==> config.mk <==
export PLATFORM = sky130hd
export DESIGN_NAME = imu_wmd_out_q
export DESIGN_NICKNAME = d
export VERILOG_FILES = /design/src/hdl/imu_wmd_pkg.sv /design/src/hdl/imu_wmd_out_q.sv
export SDC_FILE = /design/constraint.sdc
export NUM_CORES = 1
export LEC_CHECK = 0
export ABC_AREA = 1
export BUFFER_PORTS_ARGS = -buffer_cell sky130_fd_sc_hd__buf_4
export CORE_MARGIN = 2
export CORE_UTILIZATION = 47
export DETAILED_ROUTE_END_ITERATION = 10
export HOLD_SLACK_MARGIN = 0.05
export MAX_ROUTING_LAYER = met4
export PLACE_DENSITY = 0.76
export SETUP_SLACK_MARGIN = 0.2
export SYNTH_ARGS = -nofsm -noshare
export SYNTH_HDL_FRONTEND = slang
export SYNTH_SLANG_ARGS = --single-unit
export TNS_END_PERCENT = 5
==> constraint.sdc <==
create_clock -name i_clk -period 6.75 [get_ports i_clk]
set_clock_uncertainty 0.1 [all_clocks]
set_input_delay 2.025 -clock i_clk [delete_from_list [all_inputs] [get_ports i_clk]]
set_output_delay 2.025 -clock i_clk [all_outputs]
set_load 0.005 [all_outputs]
==> src/hdl/imu_wmd_pkg.sv <==
// shared constants, types and codes of the imu window motion detector
package imu_wmd_pkg;

    // window and sample geometry
    localparam int WINDOW      = 100;
    localparam int SAMPLE_BITS = 16;
    localparam int AXES        = 6;
    localparam int GYRO_AXES   = 3;

    // derived widths
    localparam int SUM_W  = SAMPLE_BITS + $clog2(WINDOW + 1) + 1;
    localparam int CNT_W  = $clog2(WINDOW + 1);
    localparam int PTR_W  = $clog2(WINDOW);
    localparam int DIV_W  = $clog2(WINDOW + 2);
    localparam int STEP_W = $clog2(SUM_W + 1);

    // configuration port
    localparam int THR_W      = 15;
    localparam int CFG_IDX_W  = 4;
    localparam int CFG_DATA_W = 16;
    localparam logic [THR_W-1:0]     THR_RESET     = THR_W'(1024);
    localparam logic [CFG_IDX_W-1:0] CFG_GYRO_THR  = CFG_IDX_W'(0);
    localparam logic [CFG_IDX_W-1:0] CFG_ACCEL_THR = CFG_IDX_W'(1);

    // queues between the parts
    localparam int QDEPTH = 2;
    localparam int QPTR_W = $clog2(QDEPTH);
    localparam int QCNT_W = $clog2(QDEPTH + 1);

    typedef logic signed [SAMPLE_BITS-1:0] t_axis;
    typedef t_axis [AXES-1:0]              t_vec;
    typedef logic signed [SUM_W-1:0]       t_sum;
    typedef t_sum [AXES-1:0]               t_sum_vec;

    typedef struct packed {
        logic moving;
        logic window_full;
        t_vec mean;
    } t_result;

    typedef struct packed {
        logic             start;
        logic [DIV_W-1:0] divisor;
    } t_div_req;

    typedef struct packed {
        logic done;
        t_vec quotient;
    } t_div_rsp;

endpackage

==> src/hdl/imu_wmd_out_q.sv <==
// result queue between the engine and the consumer
module imu_wmd_out_q (
    input  logic                 i_clk,
    input  logic                 i_rst_n,
    input  logic                 i_push,
    output logic                 o_full,
    input  imu_wmd_pkg::t_result i_data,
    output logic                 o_empty,
    input  logic                 i_pop,
    output imu_wmd_pkg::t_result o_data
);
    import imu_wmd_pkg::*;

    t_result           r_slot [QDEPTH];
    logic [QPTR_W-1:0] r_wp;
    logic [QPTR_W-1:0] r_rp;
    logic [QCNT_W-1:0] r_cnt;
    logic              do_push;
    logic              do_pop;

    assign o_full  = (r_cnt == QCNT_W'(QDEPTH));
    assign o_empty = (r_cnt == '0);
    assign o_data  = r_slot[r_rp];
    assign do_push = i_push && !o_full;
    assign do_pop  = i_pop && !o_empty;

    // pointers and fill level
    always_ff @(posedge i_clk) begin
        if (!i_rst_n) begin
            r_wp  <= '0;
            r_rp  <= '0;
            r_cnt <= '0;
        end else begin
            if (do_push) begin
                r_wp <= (r_wp == QPTR_W'(QDEPTH - 1)) ? '0 : r_wp + QPTR_W'(1);
            end
            if (do_pop) begin
                r_rp <= (r_rp == QPTR_W'(QDEPTH - 1)) ? '0 : r_rp + QPTR_W'(1);
            end
            r_cnt <= r_cnt + QCNT_W'(do_push) - QCNT_W'(do_pop);
        end
    end

    // result storage
    always_ff @(posedge i_clk) begin
        if (do_push) begin
            r_slot[r_wp] <= i_data;
        end
    end

endmodule

==> results of run 1 <==
placed cells by master (no fill, tap or decap), drive strengths merged, types with 3 or more instances in the layout:
cell    instances
buf           204
clkbuf         26
clkinv         11
dfxtp           5
edfxtp        196
inv            10
mux2           98
nand2           9
nand3           3
nor2            8
through the flow:
step           total power [W]   util  std cells  setup slack [ns]
2_1_floorplan          0.00210      -        343              1.57
3_3_place_gp           0.00249  0.599        747              2.56
3_5_place_dp           0.00252  0.599        747              2.50
4_1_cts                0.00353  0.638        785              1.97
5_1_grt                0.00364  0.638        785              1.88
6_report               0.00348  0.638        785              2.03
cell usage after synthesis:
cell type / n / share of area
a21oi_1: 2 / 0.0014
buf_2: 7 / 0.0047
buf_6: 4 / 0.0061
dfxtp_1: 5 / 0.014
edfxtp_1: 196 / 0.80
ha_1: 2 / 0.0034
inv_1: 9 / 0.0046
mux2_2: 78 / 0.12
mux2_4: 20 / 0.041
nand2_1: 9 / 0.0046
nand3_1: 3 / 0.0020
nor2_1: 8 / 0.0041
worst max-delay path, delay by kind of cell, from the launching register on:
family	cells	cell delay [ns]
buffers and inverters	2	0.71
DFF	1	0.95
muxes	1	0.40
power groups by stage:
stage / Combinational (W) / Sequential (W) / Clock [W]
3_3_place_gp: 0.000794 / 0.00169 / 0
3_5_place_dp: 0.000812 / 0.00170 / 0
5_1_grt: 0.000866 / 0.00170 / 0.00108
6_report: 0.000801 / 0.00168 / 0.00100
2_1_floorplan: 0.000452 / 0.00165 / 0
4_1_cts: 0.000818 / 0.00168 / 0.00103
cells by family (layout without fill, tap and decap cells):
logic type	Yosys count	after routing	share of synthesized area
adder cells (fa/ha/maj)	2	2	0.00338
multiplexers	98	98	0.159
AND/OR/NAND/NOR	20	20	0.0107
AO/OA/AOI/OAI	2	2	0.00135
flip-flops	201	201	0.810
buffers and inverters	20	251	0.0154
area by class of cell:
type                    count  area [µm²]
flip-flops and latches    201        5990
fillers                  1076        5520
repair buffers            204        1540
multi-input cells         122        1300
clock buffers              26         544
well taps                 211         264
clock inverters            12        57.6
inverters                   9        36.3
worst paths after layout:
| path | startpoint | end | depth (start not counted) |
|---|---|---|---|
| worst min register to register | r_rp | flop | 2 |
| worst min-delay path | r_rp | flop | 2 |
| worst max register to register | r_cnt[0] | r_slot[1][33] | 5 |
| worst max-delay path | flop | o_data[36] | 3 |
sequential cells by signal, summed over array words and instances, names as in the netlist, named ones only:
name,count
r_wp,1
r_slot,196
r_cnt,2
r_rp,1
layer usage:
layer,part of all wire,global-route usage
met3,0.085,0.0475
met4,0.025,0.0449
met5,0,-
met1,0.39,0.189
met2,0.50,0.263
==> run_results.csv, run 1 <==
group,metric,value,unit
outcome,status,"complete, no violations",
placed_design,io_buffers,201,
sta,tns,0,ns
clock_tree,worstSkewPairLatency,0.49,ns
routing,wl_per_cell,17.2,µm
floorplanning,io_pins,202,
floorplanning,row_count,45,
routing,first_pass_iters,4,
floorplanning,die-height,129,µm
placed_design,place_area,9130,µm²
setup_path,r2r_slack,4.35,ns
sta,rsz0062_at_grt,"no",
final_layout,drive_above_1_share,0.580,
logic_synthesis,yosys_warnings,0,
pwr,pwr-share-comb,0.230,
routing,drt_iter0_markers,218,
pwr,clock_power_share,0.288,
setup_path,start_kind,"flop",
sta,timing.final.crit_share,0.699,
setup_path,cp_cell_sequence,"buf_4 -> mux2_2 -> buf_4",
final_layout,area_growth,31.7,%
pwr,p_int,0.00263,W
clock_tree,cts-root-buf,"clkbuf_16",
placed_design,dp_hpwl,8680,µm
sta,worst_pin_slew,0.999,ns
sta,final-hold-violation-count,0,
sta,slew_headroom,0.332,
logic_synthesis,synth.net_count,447,
final_layout,diodes,0,
sta,fmax,212,MHz
clock_tree,post_cts_buffers,0,
setup_path,crit_slowest_cell,"dfxtp_4",
setup_path,path_class,"reg -> out",
setup_path,cp-end-kind,"primary output",
pwr,p_sw_frac,0.244,
job,drv_cap,0,
clock_tree,clk_pin_slew,0.06,ns
sta,setup_viol,0,
routing,wl,13500,µm
global_routing,antenna_found_initial,0,
clock_tree,ctsHoldBuffers,0,
pwr,vdd_drop_max,259,µV
clock_tree,cts_max_path_buffers,3,
sta,final.min_clock_period,4.72,ns
min_path,hold_class,"reg -> reg",
pwr,seq_power_share,0.482,
setup_path,crit_top_cell,"buf_4",
floorplanning,fp.dieArea,16700,µm²
setup_path,cp.arrival,2.59,ns
global_routing,grt_max_degree,67,
logic_synthesis,ys_seq_elements,201,
pwr,leakage,3.70,nW
clock_tree,cts_buffers,21,
clock_tree,clock_sinks,201,
clock_tree,tritoncts,"yes",
clock_tree,cts_resized,0,
placed_design,place_congestion,0.731,
pwr,power.switching,0.000851,W
logic_synthesis,synth_area,7390,µm²
setup_path,cp_max_fo,64,
sta,holdWs,0.447,ns
global_routing,grt-ovfl-total,0,
pwr,p_per_area,358,nW/µm²
global_routing,grt_pass1_vias,3927,
logic_synthesis,syn_avg_cell_area,21.6,µm²
routing,viasPerCell,4.87,
routing,num_vias,3826,
logic_synthesis,ys_seq_area_frac,0.810,
clock_tree,cts_max_level,1,
floorplanning,die_x,129,µm
global_routing,grt_usage,0.158,
setup_path,critPathRequiredTime,4.62,ns
setup_path,slowest_delay,0.95,ns
final_layout,final_area,9740,µm²
routing,drc,0,
logic_synthesis,netlist_instances,343,
sta,slew_viol_final,0,
global_routing,grt_pass1_wl,19700,µm
routing,antenna_left,0,
logic_synthesis,ys_types,12,
floorplanning,core,15300,µm²
floorplanning,initial_core_util,0.484,
final_layout,layout.nets,663,
(Power assumes the default switching activity.)
==> run 2, diff against run 1 <==
==> constraint.sdc (replaced) <==
create_clock -name i_clk -period 3.9 [get_ports i_clk]
set_clock_uncertainty 0.1 [all_clocks]
set_input_delay 1.17 -clock i_clk [delete_from_list [all_inputs] [get_ports i_clk]]
set_output_delay 1.17 -clock i_clk [all_outputs]
set_load 0.005 [all_outputs]
==> run_results.csv, run 2 (same netlist as run 1, synthesis figures left out) <==
group,metric,value,unit
outcome,status,"complete, no violations",
pwr,leakage,3.79,nW
global_routing,grt_pass1_wl,20300,µm
final_layout,final-instance-count-excl-fill,790,
setup_path,start_kind,"flop",
clock_tree,ctsHoldBuffers,0,
final_layout,largest-register,"r_slot",
routing,met2WireLength,6850,µm
routing,wl_met1,5640,µm
clock_tree,cts_max_path_buffers,3,
placed_design,dp_hpwl,9220,µm
placed_design,place_congestion,0.792,
clock_tree,clock_sinks,201,
clock_tree,tritoncts,"yes",
setup_path,r2r_start,"r_cnt[0]",
sta,rsz0062_at_grt,"no",
final_layout,area_growth,34.5,%
job,drv_cap,0,
routing,dr_wl_met3,1020,µm
final_layout,layout.nets,667,
floorplanning,initial_core_util,0.484,
global_routing,grt_max_degree,57,
routing,top_layer,"met4",
setup_path,r2r.worst_path.cells,5,
placed_design,place_ws,1.18,ns
floorplanning,io_pins,202,
clock_tree,post_cts_buffers,0,
min_path,hold_class,"reg -> reg",
floorplanning,row_count,45,
floorplanning,die-height,129,µm
final_layout,final_area,9940,µm²
global_routing,antenna_found_initial,0,
routing,drt_iter0_markers,201,
setup_path,critPathRequiredTime,2.63,ns
sta,timing.final.crit_share,0.823,
routing,drc,0,
routing,num_vias,3859,
final_layout,reg_top3,"r_slot: 196 flops, r_cnt: 2 flops",
routing,wl_per_cell,17.5,µm
floorplanning,fp.dieArea,16700,µm²
routing,antenna_left,0,
setup_path,cp-end-kind,"primary output",
setup_path,path_class,"reg -> out",
final_layout,final_cell_mix,"buf_4 (205), edfxtp_1 (196), mux2_2 (78)",
sta,slew_viol_final,0,
setup_path,cp_max_fo,31,
global_routing,grt-ovfl-total,0,
placed_design,place_area,9170,µm²
pwr,power,0.00646,W
routing,viasPerCell,4.88,
routing,wl,13800,µm
sta,tns,0,ns
final_layout,layout_commonest_cell,"buf_4",
sta,worst_pin_slew,0.765,ns
routing,first_pass_iters,4,
sta,setup_viol,0,
sta,timing.final.ws_setup,0.692,ns
clock_tree,cts_max_level,1,
final_layout,drive_above_1_share,0.591,
sta,fmax,312,MHz
clock_tree,clk_pin_slew,0.06,ns
placed_design,dpl.cell_count,750,
pwr,p_per_area,649,nW/µm²
pwr,vdd_drop_max,451,µV
final_layout,diodes,0,
global_routing,grt_usage,0.161,
clock_tree,cts_buffers,22,
setup_path,cp.arrival,1.94,ns
floorplanning,core,15300,µm²
setup_path,crit_end,"o_data[7]",
setup_path,r2r_slack,1.93,ns
clock_tree,worstSkewPairLatency,0.48,ns
placed_design,io_buffers,201,
sta,final.min_clock_period,3.21,ns
final_layout,largest_reg_flops,196,
setup_path,r2r-end,"r_slot[1][49]",
floorplanning,die_x,129,µm
clock_tree,cts-root-buf,"clkbuf_16",
global_routing,grt_pass1_vias,4021,
min_path,hp-start,"r_rp",
clock_tree,cts_resized,0,
sta,final-hold-violation-count,0,
sta,slew_headroom,0.490,
[run 2: worst min-delay path by stage]
stage / end / slack [ns] / cells after the start
global route: flop / 0.46 / 2
detailed placement: r_rp / 0.39 / 2
floorplan: flop / 0.37 / 2
global placement: r_rp / 0.38 / 2
finish: r_rp / 0.40 / 2
CTS: r_rp / 0.41 / 2
[run 2: cell type report]
type / instances / area (µm²)
Clock buffer: 30 / 622
Clock inverter: 10 / 154
Fill cell: 1076 / 5310
Inverter: 9 / 36.3
Multi-Input combinational cell: 122 / 1300
Sequential cell: 201 / 5990
Tap cell: 211 / 264
Timing Repair Buffer: 207 / 1580
[run 2: metrics by stage]
step	util	hold WS (ns)
finish	0.652	0.398
global route	0.652	0.461
CTS	0.652	0.406
detailed placement	0.601	0.392
global placement	0.601	0.380
floorplan	-	0.367
[run 2: layer usage]
metal	vias up	global-route usage
met3	30	0.0359
met4	0	0.0493
met2	151	0.266
met1	1903	0.200
li1	1775	-
met5	-	-
[run 2: critical path: stages (launching register included)]
cell     delay (ns)
dfxtp_4        0.48
buf_4          0.41
mux2_2         0.40
buf_4          0.14
[run 2: power breakdown]
group          leakage, nW  internal (W)  switching, W
Clock                0.374       0.00138      0.000772
Combinational         1.54      0.000832      0.000629
Sequential            1.87       0.00274     0.0000981
Total                 3.79       0.00496       0.00150
