## config.mk

```make
export PLATFORM = sky130hd
export DESIGN_NAME = imu_wmd_front
export DESIGN_NICKNAME = d
export VERILOG_FILES = /design/src/hdl/imu_wmd_pkg.sv /design/src/hdl/imu_wmd_front.sv
export SDC_FILE = /design/constraint.sdc
export NUM_CORES = 1
export LEC_CHECK = 0
export BUFFER_PORTS_ARGS = -buffer_cell sky130_fd_sc_hd__buf_2
export CORE_MARGIN = 2
export CORE_UTILIZATION = 50
export CTS_CLUSTER_SIZE = 8
export DETAILED_ROUTE_END_ITERATION = 8
export PLACE_DENSITY = 0.86
export SLEW_MARGIN = 20
export SYNTH_ARGS = -nofsm -noshare
export SYNTH_HDL_FRONTEND = slang
export SYNTH_SLANG_ARGS = --single-unit
```

## constraint.sdc

```tcl
create_clock -name i_clk -period 7.4 [get_ports i_clk]
set_input_delay 1.11 -clock i_clk [delete_from_list [all_inputs] [get_ports i_clk]]
set_output_delay 1.11 -clock i_clk [all_outputs]
set_load 0.05 [all_outputs]
```

## src/hdl/imu_wmd_pkg.sv

```systemverilog
// shared constants, types and codes of the imu window motion detector
package imu_wmd_pkg;

    // window and sample geometry
    localparam int WINDOW      = 100;
    localparam int SAMPLE_BITS = 16;
    localparam int AXES        = 6;
    localparam int GYRO_AXES   = 3;

    // derived widths
    localparam int SUM_W  = SAMPLE_BITS + $clog2(WINDOW + 1) + 1;
    localparam int CNT_W  = $clog2(WINDOW + 1);
    localparam int PTR_W  = $clog2(WINDOW);
    localparam int DIV_W  = $clog2(WINDOW + 2);
    localparam int STEP_W = $clog2(SUM_W + 1);

    // configuration port
    localparam int THR_W      = 15;
    localparam int CFG_IDX_W  = 4;
    localparam int CFG_DATA_W = 16;
    localparam logic [THR_W-1:0]     THR_RESET     = THR_W'(1024);
    localparam logic [CFG_IDX_W-1:0] CFG_GYRO_THR  = CFG_IDX_W'(0);
    localparam logic [CFG_IDX_W-1:0] CFG_ACCEL_THR = CFG_IDX_W'(1);

    // queues between the parts
    localparam int QDEPTH = 2;
    localparam int QPTR_W = $clog2(QDEPTH);
    localparam int QCNT_W = $clog2(QDEPTH + 1);

    typedef logic signed [SAMPLE_BITS-1:0] t_axis;
    typedef t_axis [AXES-1:0]              t_vec;
    typedef logic signed [SUM_W-1:0]       t_sum;
    typedef t_sum [AXES-1:0]               t_sum_vec;

    typedef struct packed {
        logic moving;
        logic window_full;
        t_vec mean;
    } t_result;

    typedef struct packed {
        logic             start;
        logic [DIV_W-1:0] divisor;
    } t_div_req;

    typedef struct packed {
        logic done;
        t_vec quotient;
    } t_div_rsp;

endpackage

```

## src/hdl/imu_wmd_front.sv

```systemverilog
// front end: accepts sample requests into a short queue ahead of the engine
module imu_wmd_front (
    input  logic              i_clk,
    input  logic              i_rst_n,
    input  logic              i_push,
    output logic              o_full,
    input  imu_wmd_pkg::t_vec i_data,
    output logic              o_empty,
    input  logic              i_pop,
    output imu_wmd_pkg::t_vec o_data
);
    import imu_wmd_pkg::*;

    t_vec              r_slot [QDEPTH];
    logic [QPTR_W-1:0] r_wp;
    logic [QPTR_W-1:0] r_rp;
    logic [QCNT_W-1:0] r_cnt;
    logic              do_push;
    logic              do_pop;

    assign o_full  = (r_cnt == QCNT_W'(QDEPTH));
    assign o_empty = (r_cnt == '0);
    assign o_data  = r_slot[r_rp];
    assign do_push = i_push && !o_full;
    assign do_pop  = i_pop && !o_empty;

    // pointers and fill level
    always_ff @(posedge i_clk) begin
        if (!i_rst_n) begin
            r_wp  <= '0;
            r_rp  <= '0;
            r_cnt <= '0;
        end else begin
            if (do_push) begin
                r_wp <= (r_wp == QPTR_W'(QDEPTH - 1)) ? '0 : r_wp + QPTR_W'(1);
            end
            if (do_pop) begin
                r_rp <= (r_rp == QPTR_W'(QDEPTH - 1)) ? '0 : r_rp + QPTR_W'(1);
            end
            r_cnt <= r_cnt + QCNT_W'(do_push) - QCNT_W'(do_pop);
        end
    end

    // sample storage
    always_ff @(posedge i_clk) begin
        if (do_push) begin
            r_slot[r_wp] <= i_data;
        end
    end

endmodule

```

==> results of run 1 <==
## final cells by class
type | count | area share, %
clock inverters | 13 | 2.501
multi-input cells | 115 | 14.92
inverters | 3 | 0.1230
repair buffers | 201 | 11.10
flip-flops and latches | 197 | 64.11
well taps | 184 | 2.515
clock buffers | 19 | 4.729
## cells in the final DEF (no fill, tap or decap), drive strengths merged
cell type  netlist  final
and2             2      2
and3             1      1
buf             11    201
bufinv           0      6
clkbuf           0     19
clkinv           0      5
clkinvlp         0      1
dfxtp            5      5
edfxtp         192    192
ha               2      2
inv              3      4
mux2            96     96
mux2i            1      1
nand2            2      2
nand2b           2      2
nor2             5      5
nor3             1      1
o21a             1      1
xnor2            1      1
xor2             1      1
## metrics by stage
step	instances	hold slack (ns)
floorplan	326	0.4549
global placement	700	0.4986
detailed placement	700	0.5233
CTS	732	0.5508
global route	732	0.5726
finish	732	0.5413
## sequential cells by signal (all words and copies together) (netlist names), named ones only
signal	cells
r_rp	1
r_cnt	2
r_slot	192
r_wp	1
## cells in the mapped netlist
library cell  count
edfxtp_1        192
mux2_2           56
mux2_4           40
buf_2             5
dfxtp_1           5
nor2_1            5
buf_12            4
inv_1             3
and2_1            2
ha_1              2
nand2_1           2
nand2b_1          2
and3_1            1
buf_6             1
buf_8             1
mux2i_1           1
nor3_1            1
o21a_1            1
xnor2_1           1
xor2_1            1
## critical path, delay by kind of cell (launching register included)
family / cells / cell delay (ns)
multiplexers: 1 / 0.42
buffers and inverters: 2 / 1.03
flip-flops: 1 / 0.70
## path summary, 6_finish.rpt
check	cells after the start	to	startpoint
max	3	o_data[37]	register
min reg2reg	2	r_rp	r_rp
min	2	r_rp	r_rp
max reg2reg	3	r_slot[1][47]	r_cnt[0]
## kinds of logic (layout without fill, tap and decap cells)
group	after synthesis	count (layout)	share of synthesized area, %
xor gates and xnor gates	2	2	0.2380
adders and majority gates	2	2	0.3399
muxes	97	97	16.86
DFF	197	197	79.67
AOI/OAI and AO/OA	1	1	0.1020
buffers and inverters	14	236	1.937
and+or+nand+nor	13	13	0.8498
## power groups by stage
stage          registers [mW]  clock network [mW]  logic [mW]
5_1_grt                  1.54                1.07        1.48
2_1_floorplan            1.51                   0        1.22
3_5_place_dp             1.54                   0        1.43
4_1_cts                  1.52                1.03        1.44
6_report                 1.52                1.01        1.42
3_3_place_gp             1.53                   0        1.42
## layer usage
metal / up-vias / wire length, um / global-route usage [%]
li1: 1703 / - / -
met5: - / 8 / 0
met1: 1801 / 5097 / 19.32
met4: 2 / 241 / 6.863
met2: 134 / 6636 / 27.75
met3: 22 / 884 / 5.991
==> run summary, run 1 <==
CTS resizes - 0
Crit Path Class - reg -> out
Clock Latency Late Sink - 0.42 ns
DRC errors left - 0
area occupied by multi-input gates - 1366 um2
Slew Limit Fails - 0
initial core utilization - 50.85%
# Post-CTS Setup Buffers - 0
DPL Wire Length - 8676 um
Sink Count - 197
share of cells above drive strength 1 - 60.22%
Util after Layout - 63.23%
relative slew slack - 37.78%
worst-margin pin slew - 0.9333 ns
RSZ-0062 raised after global routing - no
1st-iter DRT viols - 225
Peak VDD IR - 0.0002727 V
r2r setup slk - 5.14 ns
largest area contributor in the netlist - edfxtp_1
Pwr Density - 431.7 nW/um2
buffers added on ports - 197
initial antenna violation count - 1
Final Hold Fails - 0
H-tree depth - 4
TritonCTS clock tree - built
crit-path max FO - 66
die area - 15710 um2
Cell Chain, Critical Path - buf_4, mux2_2, buf_2
Hold WC Path Type - reg -> reg
CP endpoint kind - primary output
largest net degree at the start of global routing - 67
Fmax - 266.7 MHz
Max-Cap Viols - 0
Sequential Power Share - 38.4%
status - finished clean
Post-Synthesis Cells - 326
CTS clk-pin slew, worst paths - 0.06 ns
FF+latch count, synth - 197
Place WS - 4.062 ns
clk_skew - 0.008773 ns
ANT nets after route - 0
Final Cell Area - 9155 um2
Worst Path Arrival - 2.64 ns
top post-synthesis cells by area - edfxtp_1, mux2_2, mux2_4
Syn Nets - 428
cts bufs inserted - 17
setup ws final - 3.650 ns
# diodes - 0
minimum clock period - 3.750 ns
# fillers - 1045
Yosys cell types - 20
Sw Ratio - 37.00%
gp weighted congestion - 0.7005
Avg Inst Size Synth - 22.58 um2
final setup vio count - 0
Final nets - 637
WL final - 12870 um
Overall Power - 3.952 mW
GRT overflow - 0
Power Internal - 2.490 mW
CTS root buffer - clkbuf_16
Synth top area share - 78.31%
Net Switching - 1.462 mW
number of global-route vias before repair - 3862
crit start category - register
Final Cycle Share - 50.67%
Core Area - 14480 um2
final setup TNS - 0 ns
clk buf depth - 2
die width - 125.3 um
vias - 3662
WP data required - 6.29 ns
first-pass GRT wire length - 19580 um
Logic pwr share - 36.0%
Die Ht - 125.3 um
Layout area overhead - 24.35%
Area after DPL - 8493 um2
Clock Power Share - 25.6%
Crit-path slowest cell - buf_4
sequential area share after synthesis - 79.67%
CP peak stage delay - 0.82 ns
Vias per Instance - 5.003
sequential cell area - 5869 um2
mapped cell area - 7362 um2
IO Count - 198
Leakage - 3.528 nW
Routed WL per cell - 17.58 um
# hold bufs at CTS - 0
GRT Total Usage - 16.50%
Ys Warns - 0
Rows - 44
Pre-antenna DRT Iters - 4
Power figures use the tool's default switching activity.
==> run 2: changes to the inputs <==
--- a/config.mk
+++ b/config.mk
@@ -7,10 +7,10 @@
 export LEC_CHECK = 0
 export BUFFER_PORTS_ARGS = -buffer_cell sky130_fd_sc_hd__buf_2
 export CORE_MARGIN = 2
-export CORE_UTILIZATION = 50
+export CORE_UTILIZATION = 47
 export CTS_CLUSTER_SIZE = 8
 export DETAILED_ROUTE_END_ITERATION = 8
-export PLACE_DENSITY = 0.86
+export PLACE_DENSITY = 0.84
 export SLEW_MARGIN = 20
 export SYNTH_ARGS = -nofsm -noshare
 export SYNTH_HDL_FRONTEND = slang
==> constraint.sdc (replaced) <==
create_clock -name i_clk -period 3.1 [get_ports i_clk]
set_input_delay 0.465 -clock i_clk [delete_from_list [all_inputs] [get_ports i_clk]]
set_output_delay 0.465 -clock i_clk [all_outputs]
set_load 0.05 [all_outputs]
==> run 2 against run 1 <==
Against the previous run:
- wire length is 1.0% higher
- clock skew decreased by 0.0012 ns
- register-to-register slack worse by 3.9 ns
- critical path depth unchanged
- worst setup slack worse by 3.1 ns
- die area up 6.2%
- clock power increased by 100%
- sequential share of layout area is 0.27 points higher
- combinational power up 140%
- worst hold slack worse by 0.31 ns
- count of clock-buffer cells in the layout is 3 higher
- final cell count up 3.8%
- critical endpoint is now o_data[12]
- largest cell class unchanged
- largest power group unchanged
- highest routed layer is now met4
==> run summary, run 2 (same netlist as run 1, synthesis figures left out) <==
final setup vio count - 0
# fillers - 1123
minimum clock period - 2.511 ns
share of cells above drive strength 1 - 59.74%
DPL Wire Length - 8813 um
area occupied by multi-input gates - 1366 um2
final setup TNS - 0 ns
WHS Path Cells - 1
commonest non-fill, non-tap cells in the layout - buf_2, edfxtp_1, mux2_2
Core Area - 15260 um2
RSZ-0062 raised after global routing - no
Final nets - 639
CP peak stage delay - 0.55 ns
1st-iter DRT viols - 253
worst-margin pin slew - 0.8135 ns
Fmax - 398.2 MHz
Util after Layout - 59.75%
# hold bufs at CTS - 0
Peak VDD IR - 0.0005713 V
Register-to-Register Path Depth - 4
Final Cycle Share - 81.01%
ANT nets after route - 0
Critical R2R Launch - r_cnt[0]
status - finished clean
CTS root buffer - clkbuf_16
Leakage - 3.491 nW
Buffers & Inverters on Critical Path - 2
Sink Count - 197
WL final - 13000 um
buffers added on ports - 197
first-pass GRT wire length - 19110 um
relative slew slack - 45.77%
IO Count - 198
Cell Chain, Critical Path - buf_4, mux2_2, buf_2
Worst R2R End - r_slot[0][93]
CP endpoint kind - primary output
Largest register FFs - 192
TritonCTS clock tree - built
vias - 3646
Pwr Density - 998.9 nW/um2
Hold EP - r_slot[0][88]
WP data required - 2.63 ns
Hold WC Path Type - in -> reg
Max-Cap Viols - 0
Pre-antenna DRT Iters - 4
Slew Limit Fails - 0
largest registers - r_slot x192, r_cnt x2
Rows - 45
DRC errors left - 0
Die Ht - 129.2 um
clk buf depth - 2
Biggest register - r_slot
H-tree depth - 4
cts bufs inserted - 17
r2r setup slk - 1.20 ns
Layout area overhead - 23.83%
Routed WL per cell - 17.10 um
commonest non-fill, non-tap cell in the layout - buf_2
CTS clk-pin slew, worst paths - 0.06 ns
initial antenna violation count - 0
GRT overflow - 0
# Post-CTS Setup Buffers - 0
largest net degree at the start of global routing - 60
die area - 16680 um2
crit-path max FO - 29
crit start category - register
gp weighted congestion - 0.7090
number of global-route vias before repair - 3844
cell family with most CP delay - buffers and inverters
initial core utilization - 48.25%
Worst Path Arrival - 2.05 ns
clk_skew - 0.007577 ns
Clock Latency Late Sink - 0.42 ns
Vias per Instance - 4.797
CTS resizes - 0
Final Hold Fails - 0
sequential cell area - 5869 um2
# diodes - 0
Crit-path slowest cell - dfxtp_4
die width - 129.2 um
Hold Crit Start - i_data[88]
GRT Total Usage - 15.55%
Crit Path Class - reg -> out
## run 2: cell types whose count changed in the layout (fill, tap and decap cells not counted), sizes merged
cell	delta
bufinv	-4
clkbuf	+3
buf	+2
## run 2: worst max path at each step
stage	to	slack, ns	cells after the start
after floorplan	r_slot[0][0]	0.64	3
after global placement	o_data[94]	1.07	3
after detailed placement	o_data[15]	1.02	3
after CTS	o_data[12]	0.55	3
after global routing	o_data[12]	0.48	3
final	o_data[12]	0.59	3
## run 2: per-layer routing
layer / share of wire (%) / global-route usage [%] / vias up
li1: - / - / 1699
met1: 39 / 17.39 / 1786
met2: 52 / 26.56 / 140
met3: 7.6 / 6.400 / 21
met4: 1.6 / 6.138 / 0
met5: 0 / 0 / -
## run 2: area by class of cell
class                      instances  share of cell area, %
multi-input combinational        115                  14.99
clock inverter                     9                  1.153
clock buffer                      22                  4.872
inverter                           3                 0.1235
tap                              211                  2.896
timing repair buffer             203                  11.58
sequential                       197                  64.38
## run 2: through the flow
| stage | area (um2) | std cells | worst slack (ns) | hold WS (ns) | power (mW) |
|---|---|---|---|---|---|
| CTS | 9116 | 760 | 0.5548 | 0.2028 | 9.199 |
| global placement | 8567 | 729 | 1.073 | 0.4965 | 7.046 |
| finish | 9116 | 760 | 0.5887 | 0.2270 | 9.106 |
| floorplan | 7371 | 326 | 0.6388 | 0.4809 | 6.493 |
| global route | 9116 | 760 | 0.4850 | 0.1952 | 9.467 |
| detailed placement | 8567 | 729 | 1.022 | 0.5211 | 7.141 |
## run 2: where the power goes
part | switching, mW | internal [mW]
logic | 2.44 | 1.01
clock network | 0.878 | 1.18
registers | 0.158 | 3.44
total | 3.47 | 5.63
